===== src/rtl/core/rle_ram.sv =====
// Generic single-write, single-read RAM with registered read data.
// No dependencies.
module rle_ram #(
  parameter int WIDTH = 8,
  parameter int DEPTH = 16
) (
  input  logic                     clk,
  input  logic                     we,
  input  logic [$clog2(DEPTH)-1:0] waddr,
  input  logic [WIDTH-1:0]         wdata,
  input  logic                     re,
  input  logic [$clog2(DEPTH)-1:0] raddr,
  output logic [WIDTH-1:0]         rdata
);

  logic [WIDTH-1:0] mem [DEPTH];

  always_ff @(posedge clk) begin
    if (we) begin
      mem[waddr] <= wdata;
    end
    if (re) begin
      rdata <= mem[raddr];
    end
  end

endmodule


===== config.mk =====
export PLATFORM = sky130hd
export DESIGN_NAME = rle_ram
export DESIGN_NICKNAME = d
export VERILOG_FILES = /design/src/rtl/core/rle_ram.sv
export SDC_FILE = /design/constraint.sdc
export NUM_CORES = 1
export LEC_CHECK = 0
export BUFFER_PORTS_ARGS = -buffer_cell sky130_fd_sc_hd__buf_4
export CAP_MARGIN = 10
export CORE_MARGIN = 2
export CORE_UTILIZATION = 50
export DETAILED_ROUTE_END_ITERATION = 10
export PLACE_DENSITY = 0.72
export SLEW_MARGIN = 5
export SYNTH_ARGS = -nofsm -noshare
export SYNTH_HDL_FRONTEND = slang
export SYNTH_SLANG_ARGS = --single-unit

===== constraint.sdc =====
create_clock -name clk -period 2.5 [get_ports clk]
set_clock_uncertainty 0.2 [all_clocks]
set_input_delay 0.25 -clock clk [delete_from_list [all_inputs] [get_ports clk]]
set_output_delay 0.25 -clock clk [all_outputs]
set_load 0.02 [all_outputs]

==> results of run 1 <==
==> power by group through the flow <==
stage | registers (mW) | clock network (mW) | logic [mW]
detailed placement | 2.63 | 0 | 0.261
finish | 2.58 | 2.16 | 0.270
global placement | 2.63 | 0 | 0.254
floorplan | 2.64 | 0 | 0.130
CTS | 2.58 | 2.19 | 0.273
global route | 2.59 | 2.29 | 0.291
==> path summary, 6_finish.rpt <==
| path | to | slack [ps] | cells after the start |
|---|---|---|---|
| max | rdata[6]$_DFFE_PP_ | 690 | 3 |
| min | mem[4][3]$_DFFE_PP_ | 60 | 3 |
| max reg2reg | rdata[6]$_DFFE_PP_ | 690 | 3 |
| min reg2reg | rdata[3]$_DFFE_PP_ | 560 | 3 |
==> layout by cell type, fill, tap and decap left out <==
cell type        n
or3b_2           1
clkbuf_16       16
mux4_2          18
clkinv_2         6
dlygate4sd3_1    9
edfxtp_1       136
and2b_1          1
buf_12           1
mux4_1          14
nand3b_1         2
nor2b_1          1
clkinv_1         2
nor2_1          13
nand2b_1         2
nand3_1          1
clkbuf_8         1
a22oi_1         16
nor3_1           4
bufinv_16        1
and2_1           1
nand2_1          9
clkinvlp_4       6
buf_4           43
==> sequential cells by signal, indices dropped and copies added, names as in the netlist <==
name / count
mem: 128
rdata: 8
==> per-stage QoR <==
stage | hold slack [ps] | cells
floorplan | 149 | 229
global placement | 348 | 399
detailed placement | 360 | 399
CTS | 36.6 | 440
global route | 45.0 | 440
finish | 61.1 | 440
==> cell usage after synthesis <==
master and instances:
a22oi_1 16, and2_1 1, and2b_1 1, buf_2 3, buf_4 1, buf_6 3
clkdlybuf4s25_2 3, edfxtp_1 136, mux4_1 14, mux4_2 18, nand2_1 9, nand2b_1 2
nand3_1 1, nand3b_1 2, nor2_1 13, nor2b_1 1, nor3_1 4, or3b_2 1
==> worst reg2reg max path, cell delays in order, from the launching register on <==
cell	delay (ps)
edfxtp_1	370
mux4_2	480
a22oi_1	390
nand2_1	110
==> routing by layer <==
layer / up-vias / routed length [um] / GRT usage, %
met3: 10 / 793 / 6.01
met1: 1286 / 3900 / 27.9
met2: 107 / 5510 / 31.9
li1: 1108 / - / -
met4: 0 / 131 / 6.67
met5: - / 0 / 0
==> cells by family after synthesis <==
logic type	count (synthesis)
DFF	136
and+or+nand+nor	35
AOI/OAI and AO/OA	16
muxes	32
buffers and inverters	10
==> final cells by class <==
| cell class | instances | area [sq um] |
|---|---|---|
| sequential | 136 | 4080 |
| clock inverter | 15 | 113 |
| timing repair buffer | 53 | 433 |
| tap | 136 | 170 |
| multi-input combinational | 83 | 1060 |
| fill | 711 | 3960 |
| clock buffer | 17 | 414 |
==> what timing repair did <==
action	CTS	global route
hold buffers	9	0
endpoints found under the hold margin	136	0
setup endpoints to repair	0	0
resized for setup	0	0
==> flow_metrics.env, run 1 <==
export IMPL_powerDensity_nw_per_um2=800
export IMPL_dpl_cell_area_sq_um=5650
export IMPL_swShare_pct=20.6
export IMPL_drtIter0Drc=207
export IMPL_syn_cell_area_sq_um=5230
export IMPL_drive_gt1_share_pct=30.6
export IMPL_yosys_area_top_type="edfxtp_1"
export IMPL_synthToLayoutAreaGrowth_pct=20.0
export IMPL_clock_path_buffers=2
export IMPL_yosys_area_share_simple_pct=3.14
export IMPL_relSlewSlack_pct=50.4
export IMPL_total_leakage_power_nw=2.12
export IMPL_synth_seq_cells=136
export IMPL_cp_cell_sequence="mux4_2 -> a22oi_1 -> nand2_1"
export IMPL_clkPwrFrac_pct=43.1
export IMPL_cpMaxStageDelayCell="mux4_2"
export IMPL_hold_viol=0
export IMPL_hold_class="in -> reg"
export IMPL_clk_pin_slew_ps=60
export IMPL_min_delay_start="waddr[0]"
export IMPL_cp_end_kind="flop"
export IMPL_critPathKind="reg -> reg"
export IMPL_synth_compound_area_share_pct=2.30
export IMPL_final_nets=310
export IMPL_root_buffer="clkbuf_8"
export IMPL_yosys_warnings=0
export IMPL_place_ws_ps=407
export IMPL_synth_nets=248
export IMPL_grt_pass1_wl_um=15800
export IMPL_cts_tree="yes"
export IMPL_synth_mux_area_share_pct=14.8
export IMPL_path_buf_inv=0
export IMPL_synthesis_area_per_instance_sq_um=22.8
export IMPL_worstReg2RegStart="mem[3][6]$_DFFE_PP_"
export IMPL_ys_types=18
export IMPL_synth_area_leaders="edfxtp_1 78%, mux4_2 7.8%, mux4_1 7.0%, a22oi_1 2.3%, nor2_1 0.93%"
export IMPL_first_pass_iters=4
export IMPL_vias=2511
export IMPL_final_area_sq_um=6270
export IMPL_critical_path_arrival_ps=1860
export IMPL_drc=0
export IMPL_max_freq_mhz=551
export IMPL_antenna_cells=0
export IMPL_avgRoutedWirePerCell_um=23.5
export IMPL_cp_data_required_time_ps=2540
export IMPL_htree_levels=4
export IMPL_synth_top_family_by_area="multiplexers"
export IMPL_path_max_fanout=1
export IMPL_setup_violations=0
export IMPL_grt_overflow=0
export IMPL_power_total_mw=5.02
export IMPL_synthXorXnorAreaFrac_pct=0
export IMPL_core_area_sq_um=10200
export IMPL_fin_ws_ps=685
export IMPL_worstSkewPairLatency_ps=510
export IMPL_dieWidth_um=106
export IMPL_ios=27
export IMPL_tightest_slew_ps=742
export IMPL_synth_top_area_share_pct=78.1
export IMPL_design_die_area_sq_um=11300
export IMPL_p_int_mw=3.98
export IMPL_start_util_pct=51.1
export IMPL_port_buffers=26
export IMPL_synth_seq_area_share_pct=78.1
export IMPL_rsz0062_at_grt="false"
export IMPL_drv_cap=0
export IMPL_grtUsageTotal_pct=20.4
export IMPL_ant_nets=0
export IMPL_fp_row_count=37
export IMPL_combPwrFrac_pct=5.4
export IMPL_postCtsSetupRepairBufs=0
export IMPL_slew_viol_final=0
export IMPL_viasPerCell=5.71
export IMPL_clkSinkCount=136
export IMPL_syn_inst=229
export IMPL_cts_buffers=17
export IMPL_gp_congestion=0.766
export IMPL_fin_util_pct=61.3
export IMPL_die_h_um=106
export IMPL_grt_antenna_before_repair=0
export IMPL_switchingPower_mw=1.03
export IMPL_finalCriticalPeriod_ps=1810
export IMPL_wl_um=10300
export IMPL_startpoint="mem[3][6]$_DFFE_PP_"
export IMPL_crit_family="multiplexers"
export IMPL_grt_pass1_vias=2593
export IMPL_outcome="completed"
export IMPL_period_share_pct=72.6
export IMPL_grt_max_degree=33
export IMPL_synth_adder_area_share_pct=0
export IMPL_crit_path_start_kind="flop"
export IMPL_pwr_share_seq_pct=51.5
export IMPL_dpl_hpwl_um=6230
export IMPL_critPathMaxStageDelay_ps=480
export IMPL_setup_tns_ps=0
export IMPL_max_vdd_ir_drop_uv=437
Power figures use the tool's default switching activity.
==> run 2: changes to the inputs <==
PLACE_DENSITY = 0.75   (was 0.72)
clock period = 1.52 ns   (was 2.5 ns; I/O delays follow)
==> flow_metrics.env, run 2 (synthesized netlist as in run 1, its figures left out) <==
export IMPL_hold_worst_slack_ps=60.4
export IMPL_hold_viol=0
export IMPL_dpl_hpwl_um=6090
export IMPL_drtIter0Drc=219
export IMPL_crit_family="multiplexers"
export IMPL_hold_class="in -> reg"
export IMPL_grt_overflow=0
export IMPL_crit_path_start_kind="flop"
export IMPL_root_buffer="clkbuf_8"
export IMPL_r2r_cells=3
export IMPL_max_freq_mhz=611
export IMPL_cp_data_required_time_ps=1590
export IMPL_path_max_fanout=1
export IMPL_grt_max_degree=20
export IMPL_port_buffers=26
export IMPL_clock_path_buffers=2
export IMPL_die_h_um=106
export IMPL_setup_violations=8
export IMPL_period_share_pct=108
export IMPL_avgRoutedWirePerCell_um=21.6
export IMPL_cp_end_kind="flop"
export IMPL_p_int_mw=7.11
export IMPL_clk_pin_slew_ps=60
export IMPL_htree_levels=4
export IMPL_drive_gt1_share_pct=39.8
export IMPL_grtUsageTotal_pct=19.1
export IMPL_critPathKind="reg -> reg"
export IMPL_mostFrequentLayoutCells="136 x edfxtp_1, 46 x buf_4, 32 x mux4_2"
export IMPL_cts_buffers=17
export IMPL_rsz0062_at_grt="true"
export IMPL_tightest_slew_ps=863
export IMPL_finalCriticalPeriod_ps=1640
export IMPL_fin_util_pct=63.5
export IMPL_worstSkewPairLatency_ps=520
export IMPL_viasPerCell=5.62
export IMPL_wl_um=9710
export IMPL_grt_antenna_before_repair=0
export IMPL_dieWidth_um=106
export IMPL_cpMaxStageDelayCell="mux4_2"
export IMPL_grt_pass1_wl_um=15200
export IMPL_total_leakage_power_nw=2.18
export IMPL_ios=27
export IMPL_switchingPower_mw=1.73
export IMPL_cts_tree="yes"
export IMPL_critPathMaxStageDelay_ps=510
export IMPL_outcome="complete, but fails checks"
export IMPL_place_ws_ps=-323
export IMPL_largest_register="mem"
export IMPL_ant_nets=0
export IMPL_largest_reg_flops=128
export IMPL_fin_ws_ps=-116
export IMPL_max_vdd_ir_drop_uv=848
export IMPL_synthToLayoutAreaGrowth_pct=24.3
export IMPL_fill_cells=663
export IMPL_first_pass_iters=7
export IMPL_final_common_cell="edfxtp_1"
export IMPL_relSlewSlack_pct=42.2
export IMPL_startpoint="mem[6][1]$_DFFE_PP_"
export IMPL_reg_top3="mem: 128 flops, rdata: 8 flops"
export IMPL_combPwrFrac_pct=5.7
export IMPL_drv_cap=0
export IMPL_drc=0
export IMPL_clkPwrFrac_pct=46.3
export IMPL_worstReg2RegStart="mem[6][1]$_DFFE_PP_"
export IMPL_worst_path_stages=3
export IMPL_grt_pass1_vias=2599
export IMPL_cp_cell_sequence="mux4_2 -> a22oi_2 -> nand2_1"
export IMPL_vias=2527
export IMPL_fin_cells=450
export IMPL_core_area_sq_um=10200
export IMPL_pwr_share_seq_pct=48.0
export IMPL_rr_endpoint="rdata[1]$_DFFE_PP_"
export IMPL_swShare_pct=19.6
export IMPL_rrSetupSlack_ps=-120
export IMPL_crit_path_end="rdata[1]$_DFFE_PP_"
export IMPL_final_nets=321
export IMPL_start_util_pct=51.1
export IMPL_clkSinkCount=136
export IMPL_antenna_cells=0
export IMPL_design_die_area_sq_um=11300
export IMPL_power_total_mw=8.85
export IMPL_critical_path_arrival_ps=1700
export IMPL_violations="negative setup slack"
export IMPL_slew_viol_final=0
export IMPL_powerDensity_nw_per_um2=1360
export IMPL_fp_row_count=37
export IMPL_gp_congestion=0.738
export IMPL_dpl_cell_count=407
export IMPL_path_buf_inv=0
-- run 2: power groups by stage --
stage	combinational (mW)	clock, mW	sequential (mW)
4_1_cts	0.513	4.14	4.25
6_report	0.507	4.09	4.25
3_3_place_gp	0.457	0	4.32
5_1_grt	0.545	4.31	4.25
3_5_place_dp	0.467	0	4.32
2_1_floorplan	0.233	0	4.34
-- run 2: cell type report --
class / instances / area (sq um) / area share (%)
flip-flops and latches: 136 / 4080 / 62.9
multi-input cells: 83 / 1060 / 16.3
well taps: 136 / 170 / 2.62
clock buffers: 18 / 418 / 6.43
repair buffers: 64 / 586 / 9.01
clock inverters: 13 / 180 / 2.77
-- run 2: timing repair --
action,CTS,global route
pin swaps,3,1
buffers inserted,0,0
hold buffers,12,0
endpoints found under the setup margin,8,8
endpoints found under the hold margin,169,0
resized for setup,9,0
-- run 2: stage by stage --
stage	cell area, sq um	setup TNS (ps)
5_1_grt	6500	-1010
4_1_cts	6500	-646
3_3_place_gp	5740	-4260
6_report	6500	-594
3_5_place_dp	5740	-4790
2_1_floorplan	5230	-3250
-- run 2: worst min path at each step --
stage | start | endpoint | slack, ps | cells after the start
global route | waddr[3] | mem[1][4]$_DFFE_PP_ | 40 | 4
CTS | waddr[3] | mem[0][0]$_DFFE_PP_ | 30 | 4
floorplan | wdata[0] | mem[0][0]$_DFFE_PP_ | 50 | 0
detailed placement | re | rdata[4]$_DFFE_PP_ | 250 | 1
finish | waddr[3] | mem[0][0]$_DFFE_PP_ | 60 | 4
global placement | re | rdata[4]$_DFFE_PP_ | 250 | 1
-- run 2: tightest hold or removal path, delay by kind of cell --
kind / cells / cell delay (ps)
buffers and inverters: 2 / 250
AND/OR/NAND/NOR: 2 / 190
-- run 2: metal layers --
| layer | global-route usage, % | up-vias | routed length, um |
|---|---|---|---|
| met4 | 4.89 | 0 | 92 |
| met3 | 6.81 | 6 | 542 |
| met5 | 0 | - | 0 |
| met2 | 30.9 | 86 | 5040 |
| met1 | 25.1 | 1324 | 4040 |
| li1 | - | 1111 | - |
==> run 3: changes to the inputs <==
PLACE_DENSITY = 0.77   (was 0.75)
==> flow_metrics.env, run 3 (synthesized netlist as in run 1, its figures left out) <==
export IMPL_outcome="complete, but fails checks"
export IMPL_violations="negative setup slack"
export IMPL_cts_buffers=17
export IMPL_swShare_pct=19.3
export IMPL_hold_worst_slack_ps=57.1
export IMPL_antenna_cells=0
export IMPL_tightest_slew_ps=891
export IMPL_gp_congestion=0.749
export IMPL_dpl_hpwl_um=6360
export IMPL_design_die_area_sq_um=11300
export IMPL_crit_path_start_kind="flop"
export IMPL_die_h_um=106
export IMPL_htree_levels=4
export IMPL_viasPerCell=5.56
export IMPL_root_buffer="clkbuf_8"
export IMPL_drive_gt1_share_pct=38.5
export IMPL_slew_viol_final=0
export IMPL_grtUsageTotal_pct=19.6
export IMPL_ant_nets=0
export IMPL_place_ws_ps=-461
export IMPL_total_leakage_power_nw=2.15
export IMPL_dpl_cell_count=411
export IMPL_final_common_cell="edfxtp_1"
export IMPL_dpl_cell_area_sq_um=5760
export IMPL_finalCriticalPeriod_ps=1680
export IMPL_max_vdd_ir_drop_uv=517
export IMPL_hold_class="in -> reg"
export IMPL_r2r_cells=3
export IMPL_start_util_pct=51.1
export IMPL_drc=0
export IMPL_fin_cells=450
export IMPL_setup_violations=8
export IMPL_grt_max_degree=17
export IMPL_drtIter0Drc=217
export IMPL_hold_viol=0
export IMPL_core_area_sq_um=10200
export IMPL_critical_path_arrival_ps=1730
export IMPL_wl_um=9950
export IMPL_synthToLayoutAreaGrowth_pct=22.8
export IMPL_grt_pass1_vias=2612
export IMPL_cp_data_required_time_ps=1580
export IMPL_fp_row_count=37
export IMPL_ios=27
export IMPL_grt_antenna_before_repair=0
export IMPL_largest_reg_flops=128
export IMPL_setup_tns_ps=-676
export IMPL_worstSkewPairLatency_ps=520
export IMPL_clkPwrFrac_pct=43.0
export IMPL_max_freq_mhz=596
export IMPL_dieWidth_um=106
export IMPL_clock_path_buffers=2
export IMPL_avgRoutedWirePerCell_um=22.1
export IMPL_final_area_sq_um=6420
export IMPL_clk_pin_slew_ps=60
export IMPL_period_share_pct=110
export IMPL_path_max_fanout=1
export IMPL_rsz0062_at_grt="true"
export IMPL_final_nets=324
export IMPL_first_pass_iters=4
export IMPL_switchingPower_mw=1.61
export IMPL_critPathKind="reg -> reg"
export IMPL_p_int_mw=6.74
export IMPL_cp_end_kind="flop"
export IMPL_clkSinkCount=136
export IMPL_grt_overflow=0
export IMPL_cts_tree="yes"
export IMPL_largest_register="mem"
export IMPL_powerDensity_nw_per_um2=1300
export IMPL_fin_ws_ps=-157
export IMPL_mostFrequentLayoutCells="136 x edfxtp_1, 51 x buf_4, 32 x mux4_2"
export IMPL_vias=2501
export IMPL_whs_path_depth=4
export IMPL_relSlewSlack_pct=40.5
export IMPL_port_buffers=26
export IMPL_pwr_share_seq_pct=50.9
export IMPL_postCtsSetupRepairBufs=0
export IMPL_combPwrFrac_pct=6.1
export IMPL_drv_cap=0
export IMPL_reg_top3="mem: 128 flops, rdata: 8 flops"
export IMPL_grt_pass1_wl_um=15200
[run 3: per-layer routing]
layer	global-route usage, %	wire [um]	up-vias	share of wire [%]
met5	0	0	-	0
met4	6.20	143	0	1.4
met3	6.68	705	13	7.1
met2	32.5	5150	100	52
met1	24.6	3950	1275	40
li1	-	-	1113	-
[run 3: power groups by stage]
stage / Sequential, mW / Clock (mW) / Combinational, mW
after CTS: 4.26 / 3.64 / 0.512
after global routing: 4.26 / 3.81 / 0.546
after floorplan: 4.34 / 0 / 0.233
after detailed placement: 4.33 / 0 / 0.472
after global placement: 4.32 / 0 / 0.457
final: 4.25 / 3.59 / 0.505
[run 3: timing repair]
item	4_1_cts	5_1_grt
endpoints found under the setup margin	8	8
pin swaps	0	2
resized for setup	6	3
hold buffers	11	0
endpoints found under the hold margin	168	0
gates cloned	0	0
[run 3: area by class of cell]
type,instances,area (sq um)
fill,674,3810
sequential,136,4080
clock inverter,7,81.3
timing repair buffer,67,593
tap,136,170
clock buffer,21,429
multi-input combinational,83,1060
[run 3: worst paths after layout]
| check | start | to | slack (ps) |
|---|---|---|---|
| worst max register to register | mem[11][0]$_DFFE_PP_ | rdata[0]$_DFFE_PP_ | -160 |
| worst max-delay path | mem[11][0]$_DFFE_PP_ | rdata[0]$_DFFE_PP_ | -160 |
| worst min register to register | mem[12][1]$_DFFE_PP_ | rdata[1]$_DFFE_PP_ | 560 |
| worst min-delay path | waddr[3] | mem[0][0]$_DFFE_PP_ | 60 |
[run 3: critical path, cell delays in order (launching register included)]
cell and delay [ps]:
edfxtp_1 400, mux4_2 510, a22oi_2 220, nand2_1 90
[run 3: metrics by stage]
stage          total power, mW  util (%)
6_report                  8.35      62.7
3_5_place_dp              4.80      56.3
5_1_grt                   8.61      62.7
3_3_place_gp              4.78      56.3
4_1_cts                   8.40      62.7
2_1_floorplan             4.58         -
