$ cat config.mk
export PLATFORM = sky130hd
export DESIGN_NAME = rle_scan
export DESIGN_NICKNAME = d
export VERILOG_FILES = /design/src/rtl/core/rle_pkg.sv /design/src/rtl/core/rle_scan.sv
export SDC_FILE = /design/constraint.sdc
export NUM_CORES = 1
export LEC_CHECK = 0
export BUFFER_PORTS_ARGS = -buffer_cell sky130_fd_sc_hd__clkbuf_2
export CORE_UTILIZATION = 42
export CTS_BUF_LIST = sky130_fd_sc_hd__clkbuf_8
export DETAILED_ROUTE_END_ITERATION = 8
export PLACE_DENSITY = 0.88
export SKIP_LAST_GASP = 1
export SLEW_MARGIN = 20
export SYNTH_ARGS = -nofsm -noshare
export SYNTH_HDL_FRONTEND = slang
export SYNTH_SLANG_ARGS = --single-unit
$ cat constraint.sdc
create_clock -name clk -period 2.04 [get_ports clk]
set_clock_uncertainty 0.2 [all_clocks]
set_input_delay 0.408 -clock clk [delete_from_list [all_inputs] [get_ports clk]]
set_output_delay 0.408 -clock clk [all_outputs]
set_load 0.02 [all_outputs]
$ cat src/rtl/core/rle_pkg.sv
// Shared constants and types for the redundant load eliminator.
// No dependencies; imported by rle_scan, redundant_load_eliminator, rle_checker and testbench.
package rle_pkg;

  localparam int TABLE_ENTRIES = 256;
  localparam int IDX_W         = $clog2(TABLE_ENTRIES);
  localparam int CNT_W         = $clog2(TABLE_ENTRIES + 1);

  // Instruction classes
  localparam logic [2:0] OP_OTHER       = 3'd0;
  localparam logic [2:0] OP_FLUSH       = 3'd1;
  localparam logic [2:0] OP_STORE_TEMP  = 3'd2;
  localparam logic [2:0] OP_STORE_OTHER = 3'd3;
  localparam logic [2:0] OP_LOAD        = 3'd4;

  // One table entry as stored in RAM
  typedef struct packed {
    logic [15:0] offset;
    logic [15:0] temp;
    logic        valid;
  } entry_t;

  localparam int ENTRY_W = $bits(entry_t);

  // Scan unit result, valid in the cycle done is high
  typedef struct packed {
    logic             done;
    logic             hit;
    logic [IDX_W-1:0] idx;
    logic [15:0]      temp;
  } scan_res_t;

endpackage

$ cat src/rtl/core/rle_scan.sv
// Table walk sequencer: reads entries in order, one per cycle, and stops at
// the first valid entry whose offset matches. Depends on rle_pkg.
module rle_scan
  import rle_pkg::*;
(
  input  logic             clk,
  input  logic             rst,
  input  logic             go,
  input  logic [15:0]      key_in,
  input  logic [CNT_W-1:0] count,
  output logic             rd_en,
  output logic [IDX_W-1:0] rd_addr,
  input  entry_t           rd_data,
  output logic             busy,
  output scan_res_t        res
);

  typedef enum logic [1:0] {
    S_IDLE = 2'b01,
    S_SCAN = 2'b10
  } state_t;

  state_t           state, state_next;
  logic [CNT_W-1:0] scan_idx;
  logic             pend;
  logic [IDX_W-1:0] pend_idx;
  logic [15:0]      key;
  logic             issue;
  logic             match;
  logic             done;

  // read pipelined ahead of the compare: the compare sees registered read data
  assign issue = (state == S_SCAN) && (scan_idx < count);
  assign match = pend && rd_data.valid && (rd_data.offset == key);
  assign done  = (state == S_SCAN) && (match || !issue);

  assign rd_en   = issue && !match;
  assign rd_addr = scan_idx[IDX_W-1:0];
  assign busy    = (state == S_SCAN);

  assign res.done = done;
  assign res.hit  = match;
  assign res.idx  = pend_idx;
  assign res.temp = rd_data.temp;

  always_comb begin
    state_next = state;
    unique case (state)
      S_IDLE: if (go) state_next = S_SCAN;
      S_SCAN: if (done) state_next = S_IDLE;
      default: state_next = S_IDLE;
    endcase
  end

  always_ff @(posedge clk) begin
    if (rst) begin
      state <= S_IDLE;
      pend  <= 1'b0;
    end else begin
      state <= state_next;
      if (state == S_IDLE) begin
        pend <= 1'b0;
      end else begin
        pend <= issue && !done;
      end
    end
  end

  always_ff @(posedge clk) begin
    if (state == S_IDLE && go) begin
      key      <= key_in;
      scan_idx <= '0;
    end else if (issue) begin
      scan_idx <= scan_idx + 1'b1;
    end
    pend_idx <= scan_idx[IDX_W-1:0];
  end

endmodule

==> flow_metrics.env, run 1 <==
export IMPL_preCtsSetupSlack_ns=-0.4784
export IMPL_hold_end="key[5]"
export IMPL_hold_path_class="in -> reg"
export IMPL_die_h_um=67.66
export IMPL_gr_usage_met1_pct=18.80
export IMPL_violations="setup timing"
export IMPL_fin_setup_tns_ns=-1.798
export IMPL_final_hold_viol_count=0
export IMPL_r2r_cells=6
export IMPL_path_cells="xor2_1 > nor4_2 > nand4_1 > or3_4 > a21oi_4 > buf_8"
export IMPL_grt_pass1_wl_um=5561
export IMPL_grt_overflow=0
export IMPL_dpl_hpwl_um=2878
export IMPL_final_common_cell="clkbuf_2"
export IMPL_syn2layout_area_growth_pct=34.07
export IMPL_r2r_end="state[1]"
export IMPL_fin_nets=304
export IMPL_drive_gt1_share_pct=48.09
export IMPL_postLayoutCellArea_um2=2427
export IMPL_hold_buffers=0
export IMPL_path_clk_slew_ns=0.07
export IMPL_clk_latency_ns=0.29
export IMPL_relSlewSlack_pct=79.03
export IMPL_synth_cell_types=32
export IMPL_synth_yosys_seq_area_share_pct=48.65
export IMPL_slew_viol_final=0
export IMPL_worst_setup_path_end_kind="output pin"
export IMPL_tritoncts="yes"
export IMPL_met2_usage_pct=27.60
export IMPL_htree_levels=2
export IMPL_dpl_instance_area_um2=2215
export IMPL_status="finished, violations left"
export IMPL_worst_slack_ns=-0.6280
export IMPL_first_iter_violations=53
export IMPL_path_class="reg -> out"
export IMPL_tightestPinTransition_ns=0.3145
export IMPL_via_per_inst=4.972
export IMPL_fp_dieArea_um2=4577
export IMPL_path_max_fanout=3
export IMPL_met3_usage_pct=5.743
export IMPL_finish_utilization_pct=59.82
export IMPL_busiest_layer="met2"
export IMPL_grt_max_degree=17
export IMPL_p_leak_nw=1.132
export IMPL_wirelength_um=3887
export IMPL_antenna_left=0
export IMPL_ys_warn_count=0
export IMPL_fillerInstances=318
export IMPL_slowest_stage="or3_4"
export IMPL_peakVddDrop_uv=397.6
export IMPL_clock_path_buffers=2
export IMPL_syn_num_nets=241
export IMPL_min_period_ns=2.668
export IMPL_drv_cap=0
export IMPL_required_ns=1.43
export IMPL_antenna_cells=0
export IMPL_syn_avg_cell_area_um2=10.59
export IMPL_yosysTopAreaCell="edfxtp_1"
export IMPL_grt_use_total_pct=16.71
export IMPL_ys_seq_elements=36
export IMPL_arrival_ns=2.06
export IMPL_hp_start="key_in[5]"
export IMPL_io_pins=97
export IMPL_max_freq_mhz=374.8
export IMPL_cp_start_kind="register"
export IMPL_core_area_um2=4058
export IMPL_numCtsBuffers=5
export IMPL_dr_pass1_iters=4
export IMPL_synth_cells=171
export IMPL_cts_sinks=36
export IMPL_timing_critical_path_buf_inv=1
export IMPL_drc=0
export IMPL_yosys_top_cells_area="edfxtp_1, dfxtp_1, buf_4, ha_1, xor2_1"
export IMPL_finalSetupViolations=4
export IMPL_io_buffer_count=64
export IMPL_die_x_um=67.66
export IMPL_root_buffer="clkbuf_8"
export IMPL_final_cell_mix="clkbuf_2, dfxtp_1, edfxtp_1, buf_4"
export IMPL_max_stage_delay_ns=0.43
export IMPL_antenna_found_initial=0
export IMPL_row_count=23
export IMPL_r2r_start="key[10]"
export IMPL_synth_top_area_share_pct=26.54
export IMPL_finalCritPeriodShare_pct=130.8
export IMPL_grt_pass1_vias=1349
export IMPL_synth_area_um2=1810
export IMPL_ff2ff_setup_slack_ns=-0.07
export IMPL_power_density_nw_per_um2=656.8
export IMPL_gp_congestion=0.7986
export IMPL_whs_path_depth=1
export IMPL_cpLargestDelayFamily="simple AND/OR/NAND/NOR gates"
export IMPL_holdWs_ns=0.08924
export IMPL_initial_core_util_pct=44.62
export IMPL_num_vias=1417
export IMPL_wl_per_cell_um=13.64
export IMPL_grt_setup_unrepaired="true"
[cells in the mapped netlist (all sizes together)]
library cell and count:
nand2 12, a31o 1, nand3 4, a2111oi 1, a21oi 7, dfxtp 20, buf 26, or3 2
edfxtp 16, o21ai 3, or2 1, a2111o 1, nor4 3, a31oi 1, o31ai 1, nor2 6
nand2b 5, mux2i 6, nand4 7, ha 9, nor3 4, xor2 12, nor2b 1, inv 12
clkbuf 1, and2 1, xnor2 4, a21o 1, o311ai 1, and3 2
[sequential cells by signal, indices dropped and copies added (netlist names)]
signal	cells
pend_idx	8
scan_idx	9
pend	1
state	2
key	16
[logic make-up after synthesis]
family	share of synthesized area, %
XOR/XNOR	7.740
adder cells (fa/ha/maj)	6.220
flip-flops	48.65
AO/OA/AOI/OAI	6.358
multiplexers	3.317
buffers and inverters	13.48
AND/OR/NAND/NOR	14.24
[routing by layer]
layer	part of all wire [%]	wire length [um]
met5	0	0
met4	2.4	95
met3	5.7	220
met2	50	1949
met1	42	1621
[cell type report]
type | instances | area (um^2) | share of cell area [%]
multi-input combinational | 96 | 805.8 | 33.20
inverter | 12 | 55.05 | 2.268
tap | 50 | 62.56 | 2.577
sequential | 36 | 883.3 | 36.39
timing repair buffer | 83 | 513.0 | 21.13
clock buffer | 5 | 68.82 | 2.835
clock inverter | 3 | 38.79 | 1.598
[timing repair]
| action | in CTS | in global routing |
|---|---|---|
| pin swaps | 4 | 14 |
| setup buffers | 0 | 1 |
| resized for setup | 9 | 16 |
| setup endpoints to repair | 9 | 10 |
[through the flow]
stage / power (mW) / cells
after floorplan: 0.9495 / 171
after global placement: 0.9781 / 276
after detailed placement: 0.9872 / 276
after CTS: 1.603 / 284
after global routing: 1.654 / 285
final: 1.594 / 285
[worst max path at each step]
stage                     start  endpoint  slack (ns)  cells after the start
floorplan              count[6]   res[25]       -0.17                      8
global placement    rd_data[19]   res[25]       -0.36                      7
detailed placement  rd_data[19]   res[25]       -0.48                      7
CTS                     key[10]   res[25]       -0.61                      6
global route            key[10]   res[25]       -0.71                      6
finish                  key[10]   res[25]       -0.63                      6
[power by group]
part | internal, mW | switching (mW) | total, mW
registers | 0.788 | 0.0138 | 0.802
logic | 0.0899 | 0.0901 | 0.180
clock network | 0.358 | 0.255 | 0.612
total | 1.24 | 0.359 | 1.59
[worst reg2reg max path: cells and delay by family, from the launching register on]
family / cells / cell delay (ns)
buffers and inverters: 1 / 0.16
XOR/XNOR: 1 / 0.16
flip-flops: 1 / 0.38
AO/OA/AOI/OAI: 1 / 0.20
AND/OR/NAND/NOR: 3 / 0.91
Note: power is estimated with default switching activity, not from simulation.
==> run 2, diff against run 1 <==
--- a/config.mk
+++ b/config.mk
@@ -10,6 +10,7 @@
 export CTS_BUF_LIST = sky130_fd_sc_hd__clkbuf_8
 export DETAILED_ROUTE_END_ITERATION = 8
 export PLACE_DENSITY = 0.88
+export SKIP_CTS_REPAIR_TIMING = 1
 export SKIP_LAST_GASP = 1
 export SLEW_MARGIN = 20
 export SYNTH_ARGS = -nofsm -noshare
==> run 2 against run 1 <==
Compared with the run above:
- the run still ends with setup timing left
- critical path depth unchanged
- fmax grew 0.52%
- flip-flop and latch count is the same
- core utilization shrank 0.093 points
- sequential power about the same
- global-route usage decreased by 0.73 points
- clock power about the same
- die area did not move
- routed wire length increased by 0.18%
==> flow_metrics.env, run 2 (synthesis gave the netlist of run 1 again) <==
export IMPL_finish_utilization_pct=59.73
export IMPL_first_iter_violations=34
export IMPL_cp_start_kind="register"
export IMPL_antenna_left=0
export IMPL_drive_gt1_share_pct=48.94
export IMPL_largest_register="key"
export IMPL_wirelength_um=3894
export IMPL_gr_usage_met1_pct=18.11
export IMPL_worst_slack_ns=-0.6143
export IMPL_power_mw=1.596
export IMPL_met3_usage_pct=5.068
export IMPL_fin_cells=285
export IMPL_antenna_found_initial=0
export IMPL_slowest_stage="or3_4"
export IMPL_min_period_ns=2.654
export IMPL_dp_cells=276
export IMPL_path_cells="xor2_1 > nor4_2 > nand4_1 > or3_4 > a21oi_4 > buf_6"
export IMPL_dpl_instance_area_um2=2215
export IMPL_final_cell_mix="clkbuf_2, dfxtp_1, edfxtp_1, buf_4"
export IMPL_drv_cap=0
export IMPL_antenna_cells=0
export IMPL_grt_max_degree=17
export IMPL_relSlewSlack_pct=78.77
export IMPL_peakVddDrop_uv=414.1
export IMPL_htree_levels=2
export IMPL_path_max_fanout=3
export IMPL_final_common_cell="clkbuf_2"
export IMPL_finalSetupViolations=6
export IMPL_fin_nets=304
export IMPL_worst_setup_path_end_kind="output pin"
export IMPL_grt_use_total_pct=15.97
export IMPL_dpl_hpwl_um=2878
export IMPL_met2_usage_pct=26.86
export IMPL_violations="setup timing"
export IMPL_top_regs="key (16), scan_idx (9), pend_idx (8)"
export IMPL_wl_per_cell_um=13.66
export IMPL_path_class="reg -> out"
export IMPL_path_clk_slew_ns=0.07
export IMPL_slew_viol_final=0
export IMPL_arrival_ns=2.05
export IMPL_root_buffer="clkbuf_8"
export IMPL_grt_overflow=0
export IMPL_io_pins=97
export IMPL_die_x_um=67.66
export IMPL_via_per_inst=4.937
export IMPL_max_stage_delay_ns=0.43
export IMPL_dr_pass1_iters=4
export IMPL_clk_latency_ns=0.29
export IMPL_fin_setup_tns_ns=-1.886
export IMPL_syn2layout_area_growth_pct=33.86
export IMPL_timing_critical_path_buf_inv=1
export IMPL_busiest_layer="met2"
export IMPL_initial_core_util_pct=44.62
export IMPL_drc=0
export IMPL_grt_pass1_wl_um=5340
export IMPL_max_freq_mhz=376.7
export IMPL_numCtsBuffers=5
export IMPL_hold_path_class="in -> reg"
export IMPL_row_count=23
export IMPL_clock_path_buffers=2
export IMPL_largest_reg_flops=16
export IMPL_gp_congestion=0.7986
export IMPL_grt_setup_unrepaired="true"
export IMPL_p_leak_nw=1.133
export IMPL_final_hold_viol_count=0
export IMPL_tightestPinTransition_ns=0.3158
export IMPL_io_buffer_count=64
export IMPL_core_area_um2=4058
export IMPL_cts_sinks=36
export IMPL_finalCritPeriodShare_pct=130.1
export IMPL_cpLargestDelayFamily="simple AND/OR/NAND/NOR gates"
export IMPL_required_ns=1.43
export IMPL_tritoncts="yes"
export IMPL_grt_pass1_vias=1325
export IMPL_power_density_nw_per_um2=658.5
export IMPL_num_vias=1407
export IMPL_die_h_um=67.66
export IMPL_fp_dieArea_um2=4577
export IMPL_postLayoutCellArea_um2=2424
export IMPL_status="finished, violations left"
run 2: cell counts in the layout (fill, tap and decap cells not counted):
Identical to the previous run, type by type.
run 2: area by class of cell:
| cell class | count | area, um^2 |
|---|---|---|
| fillers | 323 | 1634 |
| flip-flops and latches | 36 | 883.3 |
| multi-input cells | 96 | 813.3 |
| repair buffers | 83 | 501.7 |
| clock buffers | 5 | 68.82 |
| well taps | 50 | 62.56 |
| inverters | 12 | 55.05 |
| clock inverters | 3 | 38.79 |
run 2: through the flow:
step	hold slack (ns)	setup WS (ns)
6_report	0.08946	-0.6143
5_1_grt	0.07956	-0.7484
4_1_cts	0.08281	-0.7361
3_5_place_dp	0.2917	-0.4784
3_3_place_gp	0.2870	-0.3629
2_1_floorplan	0.1795	-0.1661
run 2: path summary, 6_finish.rpt:
path / from / to / slack (ns) / depth (start not counted)
worst max-delay path: key[2] / res[25] / -0.61 / 6
worst min-delay path: key_in[5] / key[5] / 0.09 / 1
worst max register to register: key[2] / state[1] / -0.10 / 6
worst min register to register: scan_idx[1] / pend_idx[1] / 0.31 / 1
run 2: worst register-to-register path: stages, from the launching register on:
cell	delay (ns)
edfxtp_1	0.38
xor2_1	0.16
nor4_2	0.36
nand4_1	0.15
or3_4	0.43
buf_4	0.16
a31o_1	0.20
run 2: power by group:
| part | total [mW] | switching [mW] | internal [mW] |
|---|---|---|---|
| registers | 0.802 | 0.0138 | 0.788 |
| logic | 0.179 | 0.0907 | 0.0888 |
| clock network | 0.614 | 0.257 | 0.358 |
| total | 1.60 | 0.361 | 1.23 |
run 2: metal layers:
layer  vias to the layer above  wire [um]
met5                         -          0
met2                        45       1932
met3                         9        200
met1                       658       1686
met4                         0         75
li1                        695          -
==> run 3, diff against run 2 <==
--- a/config.mk
+++ b/config.mk
@@ -6,10 +6,10 @@
 export NUM_CORES = 1
 export LEC_CHECK = 0
 export BUFFER_PORTS_ARGS = -buffer_cell sky130_fd_sc_hd__clkbuf_2
-export CORE_UTILIZATION = 42
+export CORE_UTILIZATION = 45
 export CTS_BUF_LIST = sky130_fd_sc_hd__clkbuf_8
 export DETAILED_ROUTE_END_ITERATION = 8
-export PLACE_DENSITY = 0.88
+export PLACE_DENSITY = 0.89
 export SKIP_CTS_REPAIR_TIMING = 1
 export SKIP_LAST_GASP = 1
 export SLEW_MARGIN = 20
==> constraint.sdc (replaced) <==
create_clock -name clk -period 2.85 [get_ports clk]
set_clock_uncertainty 0.2 [all_clocks]
set_input_delay 0.57 -clock clk [delete_from_list [all_inputs] [get_ports clk]]
set_output_delay 0.57 -clock clk [all_outputs]
set_load 0.02 [all_outputs]
==> run 3 against run 2 <==
Compared with the run above:
- the run now ends clean
- cell count shrank 4.2%
- register-to-register slack improved by 0.79 ns
- largest cell class unchanged
- via count is 3.2% lower
- combinational power decreased by 40%
- sequential share of layout area up 3.4 points
- setup slack better by 0.72 ns
- non-clock buffer count fell by 10
- flip-flop and latch count unchanged
- global-route usage rose by 1.3 points
==> flow_metrics.env, run 3 (synthesis gave the netlist of run 1 again) <==
export IMPL_top_regs="key (16), scan_idx (9), pend_idx (8)"
export IMPL_antenna_left=0
export IMPL_numCtsBuffers=5
export IMPL_tightestPinTransition_ns=0.6661
export IMPL_power_density_nw_per_um2=504.6
export IMPL_grt_max_degree=19
export IMPL_syn2layout_area_growth_pct=22.11
export IMPL_crit_start="count[6]"
export IMPL_fillerInstances=339
export IMPL_final_common_cell="clkbuf_2"
export IMPL_status="completed"
export IMPL_largest_reg_flops=16
export IMPL_hold_path_class="reg -> reg"
export IMPL_core_area_um2=3771
export IMPL_dpl_instance_area_um2=2052
export IMPL_path_class="in -> out"
export IMPL_grt_use_total_pct=17.28
export IMPL_final_cell_mix="clkbuf_2, dfxtp_1, edfxtp_1"
export IMPL_holdWs_ns=0.1991
export IMPL_worst_setup_path_end_kind="output pin"
export IMPL_fp_dieArea_um2=4281
export IMPL_antenna_found_initial=0
export IMPL_htree_levels=2
export IMPL_finalSetupViolations=0
export IMPL_route_met3_wl_um=303
export IMPL_grt_pass1_wl_um=5485
export IMPL_slew_viol_final=0
export IMPL_grt_setup_unrepaired="true"
export IMPL_die_h_um=65.43
export IMPL_wirelength_um=3570
export IMPL_drc=0
export IMPL_largest_register="key"
export IMPL_clk_latency_ns=0.28
export IMPL_final_hold_viol_count=0
export IMPL_r2r_start="scan_idx[6]"
export IMPL_dpl_hpwl_um=2641
export IMPL_hp_start="scan_idx[2]"
export IMPL_clock_path_buffers=2
export IMPL_io_pins=97
export IMPL_path_clk_slew_ns=0.07
export IMPL_required_ns=2.08
export IMPL_postLayoutCellArea_um2=2211
export IMPL_io_buffer_count=64
export IMPL_antenna_cells=0
export IMPL_wl_per_cell_um=13.08
export IMPL_cts_sinks=36
export IMPL_finalCritPeriodShare_pct=96.13
export IMPL_p_leak_nw=1.066
export IMPL_min_period_ns=2.740
export IMPL_gp_congestion=0.8069
export IMPL_grt_overflow=0
export IMPL_die_x_um=65.43
export IMPL_fin_nets=294
export IMPL_wl_met1_um=1402
export IMPL_via_per_inst=4.989
export IMPL_root_buffer="clkbuf_8"
export IMPL_num_vias=1362
export IMPL_drive_gt1_share_pct=40.44
export IMPL_initial_core_util_pct=48.01
export IMPL_arrival_ns=1.97
export IMPL_path_max_fanout=3
export IMPL_fin_setup_tns_ns=0
export IMPL_routed_top_layer="met4"
export IMPL_relSlewSlack_pct=55.54
export IMPL_drv_cap=0
export IMPL_dr_pass1_iters=4
export IMPL_peakVddDrop_uv=315.8
export IMPL_grt_pass1_vias=1294
export IMPL_tritoncts="yes"
export IMPL_row_count=22
export IMPL_dr_wl_met2_um=1780
export IMPL_first_iter_violations=43
export IMPL_cp_start_kind="input pin"
export IMPL_max_freq_mhz=365.0
-- run 3: cell types whose count changed in the layout (fill, tap and decap cells not counted), sizes merged --
| cell | change |
|---|---|
| clkbuf | +1 |
| buf | -11 |
-- run 3: final cells by class --
class / count / area [um^2] / area share (%)
flip-flops and latches: 36 / 882.1 / 39.90
multi-input cells: 96 / 725.7 / 32.82
repair buffers: 73 / 390.4 / 17.66
clock buffers: 5 / 68.82 / 3.113
well taps: 48 / 60.06 / 2.716
inverters: 12 / 45.04 / 2.037
clock inverters: 3 / 38.79 / 1.754
-- run 3: layer usage --
metal  global-route usage [%]  vias up
li1                         -      672
met1                    18.57      614
met2                    30.41       62
met3                    5.729       14
met4                    7.880        0
met5                        0        -
-- run 3: path summary, 6_finish.rpt --
| check | to | slack (ns) | cells after the start |
|---|---|---|---|
| hold reg to reg | pend_idx[2] | 0.20 | 0 |
| setup reg to reg | scan_idx[0] | 0.69 | 7 |
| hold / removal | pend_idx[2] | 0.20 | 0 |
| setup / recovery | res[25] | 0.11 | 9 |
-- run 3: metrics by stage --
step | utilization [%] | std cells | setup slack, ns | total power [mW]
after floorplan | - | 171 | 0.1823 | 0.6754
after detailed placement | 54.41 | 264 | 0.09190 | 0.6910
after global placement | 54.41 | 264 | 0.05380 | 0.6853
after global routing | 58.63 | 273 | -0.04823 | 1.167
after CTS | 57.27 | 272 | 0.02580 | 1.122
final | 58.63 | 273 | 0.1103 | 1.116
-- run 3: worst max-delay path, cell delays in order --
cell	delay (ns)
clkbuf_2	0.07
inv_1	0.03
ha_1	0.32
a21oi_2	0.15
nor2_1	0.11
a2111o_1	0.35
nor2_4	0.15
a21oi_2	0.06
buf_4	0.15
-- run 3: report_power, final --
part | internal [mW] | switching, mW
Combinational | 0.0520 | 0.0565
Sequential | 0.565 | 0.0111
Clock | 0.256 | 0.176
